===== config.mk =====
export PLATFORM = sky130hd
export DESIGN_NAME = nmea_rmc_time_extractor_unit
export DESIGN_NICKNAME = d
export VERILOG_FILES = /design/src/design/nrte_pkg.sv /design/src/design/nmea_rmc_time_extractor_unit.sv
export SDC_FILE = /design/constraint.sdc
export NUM_CORES = 1
export LEC_CHECK = 0
export BUFFER_PORTS_ARGS = -buffer_cell sky130_fd_sc_hd__buf_2
export CORE_AREA = 2 2 153 155
export DETAILED_ROUTE_END_ITERATION = 8
export DIE_AREA = 0 0 155 157
export GPL_TIMING_DRIVEN = 0
export PLACE_DENSITY = 0.59
export SETUP_SLACK_MARGIN = 0.5
export SLEW_MARGIN = 20
export SYNTH_ARGS = -nofsm -noshare
export SYNTH_HDL_FRONTEND = slang
export SYNTH_SLANG_ARGS = --single-unit
export TNS_END_PERCENT = 50

===== constraint.sdc =====
create_clock -name i_clk -period 17.3 [get_ports i_clk]
set_input_delay 0.865 -clock i_clk [delete_from_list [all_inputs] [get_ports i_clk]]
set_output_delay 0.865 -clock i_clk [all_outputs]
set_load 0.02 [all_outputs]

===== src/design/nrte_pkg.sv =====
package nrte_pkg;

    // Character codes
    localparam logic [7:0] CH_DOLLAR = 8'h24;
    localparam logic [7:0] CH_CR     = 8'h0D;
    localparam logic [7:0] CH_A      = 8'h41;
    localparam logic [7:0] CH_COMMA  = 8'h2C;
    localparam logic [7:0] CH_ZERO   = 8'h30;
    localparam logic [7:0] CH_NINE   = 8'h39;
    localparam logic [7:0] CH_SPACE  = 8'h20;
    localparam logic [7:0] CH_TAB    = 8'h09;
    localparam logic [7:0] CH_LF     = 8'h0A;
    localparam logic [7:0] CH_VT     = 8'h0B;
    localparam logic [7:0] CH_FF     = 8'h0C;
    localparam logic [7:0] CH_PLUS   = 8'h2B;

    // Sentence geometry
    localparam int DEF_MAX_SENTENCE_LEN = 120;
    localparam int CNT_W      = 7;
    localparam int PREFIX_LEN = 6;
    localparam int FIELD_LEN  = 6;
    localparam int VAL_W      = 7;

    // Comma numbers of the fields we keep
    localparam logic [3:0] COMMA_TIME   = 4'd1;
    localparam logic [3:0] COMMA_STATUS = 4'd2;
    localparam logic [3:0] COMMA_DATE   = 4'd9;
    localparam logic [3:0] COMMA_MAX    = 4'd15;
    localparam logic [2:0] OFFSET_MAX   = 3'd7;

    typedef logic [7:0] t_char;
    typedef t_char [FIELD_LEN-1:0] t_field;

    // Expected "$GPRMC" character at a given position
    function automatic t_char prefix_char(input logic [2:0] idx);
        t_char c;
        case (idx)
            3'd0:    c = 8'h24;
            3'd1:    c = 8'h47;
            3'd2:    c = 8'h50;
            3'd3:    c = 8'h52;
            3'd4:    c = 8'h4D;
            3'd5:    c = 8'h43;
            default: c = 8'h00;
        endcase
        return c;
    endfunction

    function automatic logic is_digit(input t_char c);
        return (c >= CH_ZERO) && (c <= CH_NINE);
    endfunction

    // atoi-style read of two characters
    function automatic logic [VAL_W-1:0] two_digit(input t_char c0, input t_char c1);
        logic [3:0]       d0;
        logic [3:0]       d1;
        logic [VAL_W-1:0] v;
        d0 = 4'(c0 - CH_ZERO);
        d1 = 4'(c1 - CH_ZERO);
        v  = '0;
        case (c0) inside
            CH_SPACE, CH_TAB, CH_LF, CH_VT, CH_FF, CH_CR, CH_PLUS: begin
                if (is_digit(c1)) v = VAL_W'(d1);
            end
            default: begin
                if (is_digit(c0)) begin
                    if (is_digit(c1)) v = VAL_W'(d0) * VAL_W'(10) + VAL_W'(d1);
                    else              v = VAL_W'(d0);
                end
            end
        endcase
        return v;
    endfunction

endpackage


===== src/design/nmea_rmc_time_extractor_unit.sv =====
// NMEA RMC time extractor.
// Input channel: one received ASCII character per beat on i_rx_byte
// (i_valid / o_ready). Output channel: one beat per matched $GPRMC
// sentence, on its carriage return, carrying hour, minute, second, day,
// month, year and fix_valid (o_valid / i_ready).
// A byte is held in an input register, then parsed combinationally
// against the running sentence state; a result lands in the output
// register. A carriage return passes through the input register and
// then the output register before o_valid rises. Throughput is one byte
// per cycle while no result is stalled at the output.
// When the receiver stalls, bytes that end no sentence keep flowing;
// a carriage return that would produce a second result waits in the
// input register, and o_ready drops until the pending result is taken.
// Reset (synchronous, active low) empties both registers and returns the
// parser to "no sentence started"; no clearing pass is needed.
module nmea_rmc_time_extractor_unit
    import nrte_pkg::*;
#(
    parameter int MAX_SENTENCE_LEN = DEF_MAX_SENTENCE_LEN
) (
    input  logic             i_clk,
    input  logic             i_rst_n,
    input  logic             i_valid,
    output logic             o_ready,
    input  logic [7:0]       i_rx_byte,
    output logic             o_valid,
    input  logic             i_ready,
    output logic [VAL_W-1:0] o_hour,
    output logic [VAL_W-1:0] o_minute,
    output logic [VAL_W-1:0] o_second,
    output logic [VAL_W-1:0] o_day,
    output logic [VAL_W-1:0] o_month,
    output logic [VAL_W-1:0] o_year,
    output logic             o_fix_valid
);

    localparam logic [CNT_W-1:0] MAX_LEN = CNT_W'(MAX_SENTENCE_LEN);

    // Input register
    logic       r_in_valid;
    t_char      r_in_byte;

    // Parser state
    logic             r_in_sentence, n_in_sentence;
    logic [CNT_W-1:0] r_char_count,  n_char_count;
    logic             r_prefix,      n_prefix;
    logic [3:0]       r_comma,       n_comma;
    logic [2:0]       r_offset,      n_offset;
    t_field           r_time,        n_time;
    t_field           r_date,        n_date;
    logic             r_status,      n_status;

    // Output register
    logic             r_out_valid;
    logic [VAL_W-1:0] r_hour, r_minute, r_second, r_day, r_month, r_year;
    logic             r_fix;

    logic             n_emit;
    logic             c_active;
    logic [CNT_W-1:0] c_pos;
    logic [3:0]       c_comma;
    logic [2:0]       c_offset;
    logic             c_prefix;
    logic             advance;

    // Parse one byte against the sentence state
    always_comb begin
        n_in_sentence = r_in_sentence;
        n_char_count  = r_char_count;
        n_prefix      = r_prefix;
        n_comma       = r_comma;
        n_offset      = r_offset;
        n_time        = r_time;
        n_date        = r_date;
        n_status      = r_status;
        n_emit        = 1'b0;
        c_active      = 1'b0;
        c_pos         = r_char_count;
        c_comma       = r_comma;
        c_offset      = r_offset;
        c_prefix      = r_prefix;

        if (r_in_byte == CH_DOLLAR) begin
            // start of a sentence clears everything
            n_in_sentence = 1'b1;
            c_active      = 1'b1;
            c_pos         = '0;
            c_comma       = '0;
            c_offset      = '0;
            c_prefix      = 1'b1;
            n_time        = '0;
            n_date        = '0;
            n_status      = 1'b0;
        end else if (!r_in_sentence) begin
            c_active = 1'b0;
        end else if (r_char_count >= MAX_LEN) begin
            // overlong: drop it
            n_in_sentence = 1'b0;
        end else begin
            c_active = 1'b1;
        end

        if (c_active) begin
            n_char_count = c_pos + CNT_W'(1);
            n_comma      = c_comma;
            n_offset     = c_offset;
            n_prefix     = c_prefix;
            if ((c_pos < CNT_W'(PREFIX_LEN)) && (r_in_byte != prefix_char(c_pos[2:0])))
                n_prefix = 1'b0;

            if (r_in_byte == CH_CR) begin
                n_in_sentence = 1'b0;
                n_emit        = n_prefix && (c_pos >= CNT_W'(PREFIX_LEN));
            end else if (r_in_byte == CH_COMMA) begin
                if (c_comma < COMMA_MAX) n_comma = c_comma + 4'd1;
                n_offset = '0;
                if (n_comma == COMMA_STATUS) n_status = 1'b0;
            end else begin
                if (c_comma == COMMA_TIME && c_offset < 3'(FIELD_LEN))
                    n_time[c_offset] = r_in_byte;
                else if (c_comma == COMMA_STATUS && c_offset == '0)
                    n_status = (r_in_byte == CH_A);
                else if (c_comma == COMMA_DATE && c_offset < 3'(FIELD_LEN))
                    n_date[c_offset] = r_in_byte;
                if (c_offset < OFFSET_MAX) n_offset = c_offset + 3'd1;
            end
        end
    end

    // Handshake
    assign advance = r_in_valid && (!n_emit || !r_out_valid || i_ready);
    assign o_ready = !r_in_valid || advance;

    // Input register
    always_ff @(posedge i_clk) begin
        if (!i_rst_n) begin
            r_in_valid <= 1'b0;
        end else if (i_valid && o_ready) begin
            r_in_valid <= 1'b1;
        end else if (advance) begin
            r_in_valid <= 1'b0;
        end
        if (i_valid && o_ready) r_in_byte <= i_rx_byte;
    end

    // Parser state update
    always_ff @(posedge i_clk) begin
        if (!i_rst_n) begin
            r_in_sentence <= 1'b0;
            r_char_count  <= '0;
            r_prefix      <= 1'b0;
            r_comma       <= '0;
            r_offset      <= '0;
            r_time        <= '0;
            r_date        <= '0;
            r_status      <= 1'b0;
        end else if (advance) begin
            r_in_sentence <= n_in_sentence;
            r_char_count  <= n_char_count;
            r_prefix      <= n_prefix;
            r_comma       <= n_comma;
            r_offset      <= n_offset;
            r_time        <= n_time;
            r_date        <= n_date;
            r_status      <= n_status;
        end
    end

    // Output register
    always_ff @(posedge i_clk) begin
        if (!i_rst_n) begin
            r_out_valid <= 1'b0;
        end else if (advance && n_emit) begin
            r_out_valid <= 1'b1;
        end else if (i_ready) begin
            r_out_valid <= 1'b0;
        end
        if (advance && n_emit) begin
            r_hour   <= two_digit(r_time[0], r_time[1]);
            r_minute <= two_digit(r_time[2], r_time[3]);
            r_second <= two_digit(r_time[4], r_time[5]);
            r_day    <= two_digit(r_date[0], r_date[1]);
            r_month  <= two_digit(r_date[2], r_date[3]);
            r_year   <= two_digit(r_date[4], r_date[5]);
            r_fix    <= r_status;
        end
    end

    assign o_valid     = r_out_valid;
    assign o_hour      = r_hour;
    assign o_minute    = r_minute;
    assign o_second    = r_second;
    assign o_day       = r_day;
    assign o_month     = r_month;
    assign o_year      = r_year;
    assign o_fix_valid = r_fix;

endmodule


# == Word-level counts from Yosys, hierarchy flattened ==
# Cells that the tools add are included.
# word_totals
inputBits,12
wordCells,256
ff_bits,166
output_inout_bits,45
# op_classes
mux,75
n_eq_ne,56
multipliers,6
reduce_logical,38
add_sub_neg,21
order_cmp,32
# op_table
operator,n
two-way mux 48 bit,12
"== test 8 x 4 -> 1 bit, second input constant",31
two-way mux 7 bit,19
"== test 8 x 6 -> 1 bit, second input constant",14
bitwise mux 48 bit,2
"greater-or-equal comparator 8 x 6 -> 1 bit, second input constant",12
"less-or-equal comparator 8 x 6 -> 1 bit, second input constant",12
two-way mux 4 bit,13
"subtractor 4 x 1 -> 4 bit, second input constant",12
adder 7 x 4 -> 7 bit,6
case mux 7 bit (6 select lines),1
OR reduction 7 bit,6
"multiplier 4 x 3 -> 6 bit, second input constant",6
demux 8 bit (select 3 bit),1
logical AND 1 bit,21
two-way mux 1 bit,21
two-way mux 8 bit,2
two-way mux 3 bit,4
"== test 4 x 2 -> 1 bit, second input constant",2
"== test 8 x 7 -> 1 bit, second input constant",1
!= test 8 bit,1
"adder 7 x 1 -> 7 bit, second input constant",1
"greater-or-equal comparator 7 x 3 -> 1 bit, second input constant",1
"greater-or-equal comparator 7 bit, second input constant",1
other kinds (17),26

# == Depth between registers and ports, before layout ==
# depth
word_depth,19
mapped_depth,17

# == Worst setup path before layout ==
# Ideal clock, no wire load.
# synth_timing
kind,reg2reg
startpoint,register r_in_byte[4]
endpoint,"register r_day[0], in the netlist o_day[0] (enable)"
setup_ns,0.448
path_slack_ns,11.259
stages_incl_launch_ff,15
arrival_ns,5.593
required_time_ns,16.852
cell_sequence,edfxtp_1 -> nor4b_2 -> nand2_1 -> clkbuf_1 -> clkbuf_1 -> nand2_1 -> inv_1 -> ha_1 -> nand2b_1 -> a2111oi_0 -> o311ai_0 -> or4_4 -> o21ai_0 -> nand3b_1 -> nor2b_1
# synth_via
elab_chain_len,17
elab_cells_between_ends,27
cone_classes,order compare: 2; eq/ne: 8; mux: 9; reduce/logical: 8
# synth_lines
item,line,rtl
from (decl),nmea_rmc_time_extractor_unit.sv:41,t_char r_in_byte;
from (signal assigned),nmea_rmc_time_extractor_unit.sv:143,if (i_valid && o_ready) r_in_byte <= i_rx_byte;
== test 8 x 6 -> 1 bit,nmea_rmc_time_extractor_unit.sv:83,if (r_in_byte == CH_DOLLAR) begin
two-way mux 7 bit,nmea_rmc_time_extractor_unit.sv:83,
"== test 3 bit, or another cell as far along",nrte_pkg.sv:37,case (idx)
case mux 7 bit (6 select lines),nrte_pkg.sv:37,
two-way mux 8 bit,nmea_rmc_time_extractor_unit.sv:103,if (c_active) begin
!= test 8 bit,nmea_rmc_time_extractor_unit.sv:108,if ((c_pos < CNT_W'(PREFIX_LEN)) && (r_in_byte != prefix_char(c_pos[2:0])))
logical AND 1 bit,nmea_rmc_time_extractor_unit.sv:108,
two-way mux 1 bit,nmea_rmc_time_extractor_unit.sv:108,
two-way mux 1 bit,nmea_rmc_time_extractor_unit.sv:103,
logical AND 1 bit,nmea_rmc_time_extractor_unit.sv:113,n_emit = n_prefix && (c_pos >= CNT_W'(PREFIX_LEN));
two-way mux 1 bit,nmea_rmc_time_extractor_unit.sv:111,if (r_in_byte == CH_CR) begin
two-way mux 1 bit (*),nmea_rmc_time_extractor_unit.sv:103,
logical NOT 1 bit,nmea_rmc_time_extractor_unit.sv:131,assign advance = r_in_valid && (!n_emit || !r_out_valid || i_ready);
logical OR 1 bit (2 in series),nmea_rmc_time_extractor_unit.sv:131,
logical AND 1 bit,nmea_rmc_time_extractor_unit.sv:131,
logical AND 1 bit (*),nmea_rmc_time_extractor_unit.sv:178,if (advance && n_emit) begin
to (signal assigned),nmea_rmc_time_extractor_unit.sv:182,"r_day <= two_digit(r_date[0], r_date[1]);"
to (decl),nmea_rmc_time_extractor_unit.sv:55,"logic [VAL_W-1:0] r_hour, r_minute, r_second, r_day, r_month, r_year;"
# Mark *: on every way between the ends. The rest lies on a longest branch, timed or not. The select of a mux whose other input is x is not followed.
# A chain may end at the register's enable or synchronous reset.

# == Worst setup path after layout ==
# layout_timing
startpoint,register r_in_byte[6]
endpoint,output o_ready
# layout_via
elab_chain_len,17
elab_cells_between_ends,27
cone_classes,order compare: 2; eq/ne: 8; mux: 9; reduce/logical: 8
# layout_lines
item,line,rtl
== test 8 x 6 -> 1 bit,nmea_rmc_time_extractor_unit.sv:83,
two-way mux 7 bit,nmea_rmc_time_extractor_unit.sv:83,
"== test 3 bit, or another cell as far along",nrte_pkg.sv:37,
case mux 7 bit (6 select lines),nrte_pkg.sv:37,
two-way mux 8 bit,nmea_rmc_time_extractor_unit.sv:103,
!= test 8 bit,nmea_rmc_time_extractor_unit.sv:108,
logical AND 1 bit,nmea_rmc_time_extractor_unit.sv:108,
two-way mux 1 bit,nmea_rmc_time_extractor_unit.sv:108,
two-way mux 1 bit,nmea_rmc_time_extractor_unit.sv:103,
logical AND 1 bit,nmea_rmc_time_extractor_unit.sv:113,
two-way mux 1 bit,nmea_rmc_time_extractor_unit.sv:111,
two-way mux 1 bit (*),nmea_rmc_time_extractor_unit.sv:103,
logical NOT 1 bit (*),nmea_rmc_time_extractor_unit.sv:131,
logical OR 1 bit (*) (2 in series),nmea_rmc_time_extractor_unit.sv:131,
logical AND 1 bit (*),nmea_rmc_time_extractor_unit.sv:131,
logical OR 1 bit (*),nmea_rmc_time_extractor_unit.sv:132,assign o_ready = !r_in_valid || advance;
to (decl),nmea_rmc_time_extractor_unit.sv:24,"output logic o_ready,"
# Marked as above.

==> flow_metrics.tcl <==
set metrics [dict create \
    synth_cells 961 \
    coreArea_um2 22500 \
    fin_worst_skew_ns 0.00664 \
    critPathMaxFanout 10 \
    portBuffers 56 \
    synth-seq-cells 166 \
    timing.fmax_ghz 0.149 \
    syn2layout_area_growth_pct 14.2 \
    synth_top_cell_by_area "dfxtp_1" \
    status "completed" \
    yosysSeqAreaShare_pct 42.7 \
    arrival_ns 5.85 \
    fin_crit_sh_pct 38.8 \
    hold_viol_final 0 \
    tns_ns 0 \
    synth.distinct_cells 71 \
    globalplace.congestion 0.925 \
    grt_pass1_wl_um 37000 \
    via_count 7653 \
    post_cts_buffers 0 \
    cts_sinks 166 \
    synth_top_area_share_pct 25.6 \
    firstDrtPassIters 5 \
    cts_inserted_buffers 17 \
    yosys-top-cells-area "dfxtp_1, edfxtp_1, ha_1" \
    die_y_um 157 \
    post_cts_resized 0 \
    grt_usage_pct 19.2 \
    cap_violations 0 \
    overflow 0 \
    cp-start-kind "register" \
    cts_root_buf "clkbuf_16" \
    ir_drop_uv 64.3 \
    floorplan.initialDensity_pct 39.9 \
    drive_gt1_share_pct 11.1 \
    syn_nets 1036 \
    ys_warn_count 0 \
    tightestPinTransition_ns 0.934 \
    syn_area_per_cell_um2 9.35 \
    async_flop_share_pct 0 \
    htreeDepth 4 \
    clock_tree.buffer_depth 2 \
    drc 0 \
    maxSlewHeadroom_pct 37.1 \
    clock_latency_ns 0.43 \
    min_path_type "reg -> reg" \
    power.density_nw_per_um2 80.4 \
    drv_slew 0 \
    pin_count 57 \
    dp_hpwl_um 16200 \
    synth_edf_count 51 \
    die_w_um 155 \
    antenna_cells 0 \
    clk_pin_slew_ns 0.06 \
    drt_wl_total_um 22900 \
    holdWs_ns 0.459 \
    finalCriticalPeriod_ns 6.72 \
    ant_nets 0 \
    final_nets 1112 \
    synthesis.area_um2 8980 \
    rsz0062_at_grt "no" \
    crit_required_ns 16.43 \
    crit_start "r_in_byte[6]" \
    cts_tree "built" \
    dr.first_iter.drc_count 613 \
    grt_pass1_vias 6972 \
    cts.hold.buffers_added 0 \
    worstSetupPathType "reg -> out" \
    grt_max_degree 28 \
    setup_viol_count_final 0 \
    grt_antenna_before_repair 0 \
    vias_per_cell 5.73 \
    die_area_um2 24300 \
    worstSetupEndpointType "primary output" \
    power_leakage_uw 0.00364 \
    num_rows 55 \
    r2r_start "r_in_byte[6]" \
    wire_per_inst_um 17.2 \
    hp-start "r_date[46]" \
    yosys_most_used_dff "dfxtp_1" \
]
==> metal layers <==
layer  vias up  GRT usage [%]  part of all wire (%)
met4         0           6.70                   1.7
met5         -              0                     0
li1       3752              -                     -
met2       214           30.9                    46
met3        29           2.97                   4.8
met1      3658           26.4                    48
==> stage by stage <==
| stage | std cells | util [%] | cell area (um2) | worst slack (ns) | power, uW |
|---|---|---|---|---|---|
| after floorplan | 961 | - | 8980 | 11.26 | 428 |
| after global placement | 1302 | 42.7 | 9620 | 9.03 | 441 |
| after detailed placement | 1303 | 42.9 | 9650 | 11.26 | 441 |
| after CTS | 1335 | 45.5 | 10200 | 10.73 | 830 |
| after global routing | 1335 | 45.6 | 10300 | 10.16 | 847 |
| final | 1335 | 45.6 | 10300 | 10.58 | 825 |
==> placed cells by master (no fill, tap or decap), types with 20 or more instances in the layout <==
master	synthesis	final
dfxtp_1	115	115
nand2_1	108	108
nor2_1	94	94
a22oi_1	65	65
o21ai_0	64	64
buf_2	6	62
ha_1	51	51
edfxtp_1	51	51
a21oi_1	46	46
clkbuf_1	40	40
o2bb2ai_1	22	22
xor2_1	20	20
==> report_power, final <==
group	internal [uW]	leakage, uW	switching, uW
Clock	228	0.000294	164
Sequential	401	0.00130	1.82
Combinational	6.63	0.00204	23.9
Total	635	0.00364	189
==> area by class of cell <==
class                           count  area (um2)
Fill cell                        2162       12200
Multi-Input combinational cell    727        4890
Sequential cell                   166        3830
Clock buffer                       17         425
Tap cell                          285         357
Timing Repair Buffer               57         300
Buffer                             49         199
Clock inverter                     15         178
Inverter                           19        71.3
==> kinds of logic after synthesis <==
group | after synthesis | share of synthesized area, %
AOI/OAI and AO/OA | 299 | 23.0
xor gates and xnor gates | 34 | 3.32
adders and majority gates | 63 | 9.78
buffers and inverters | 68 | 3.01
DFF | 166 | 42.7
muxes | 1 | 0.125
and+or+nand+nor | 330 | 18.0
==> final timing paths <==
check                                  end  slack (ns)  cells after the start
worst max-delay path               o_ready       10.58                     15
worst min-delay path            r_date[46]        0.46                      2
worst max register to register    o_day[4]       11.20                     15
worst min register to register  r_date[46]        0.46                      2
==> cell usage after synthesis, types with 10 or more instances <==
cell type  instances
fa_1              12
nor2b_1           11
o21ai_0           64
xnor2_1           14
nor2_1            94
o22ai_1           19
inv_1             19
edfxtp_1          51
o2bb2ai_1         22
a22oi_1           65
a211oi_1          13
a32o_1            10
nor3_1            16
and2_1            10
nand4_1           12
dfxtp_1          115
xor2_1            20
nor4_1            19
clkbuf_1          40
ha_1              51
nand3_1           13
a21oi_1           46
nand2_1          108
==> worst max-delay path, cell delays in order (launching register included) <==
cell and delay, ns:
edfxtp_1 0.44, nor4b_1 0.80, nand2_1 0.36, clkbuf_1 0.31, clkbuf_1 0.32, nand2_1 0.27, inv_1 0.16, ha_1 0.29
nand2b_1 0.21, a2111oi_0 0.44, o311ai_0 0.29, nor4_2 0.53, a21boi_1 0.25, nor3_1 0.47, inv_1 0.10, buf_2 0.18
==> sequential cells by signal (all words and copies together) (netlist names), 3 cells and up <==
| register | cells |
|---|---|
| r_in_byte | 8 |
| o_second | 7 |
| o_month | 7 |
| r_offset | 3 |
| r_date | 48 |
| o_day | 7 |
| r_char_count | 7 |
| r_time | 48 |
| o_minute | 7 |
| o_hour | 7 |
| o_year | 7 |
| r_comma | 4 |
(Power assumes the default switching activity.)
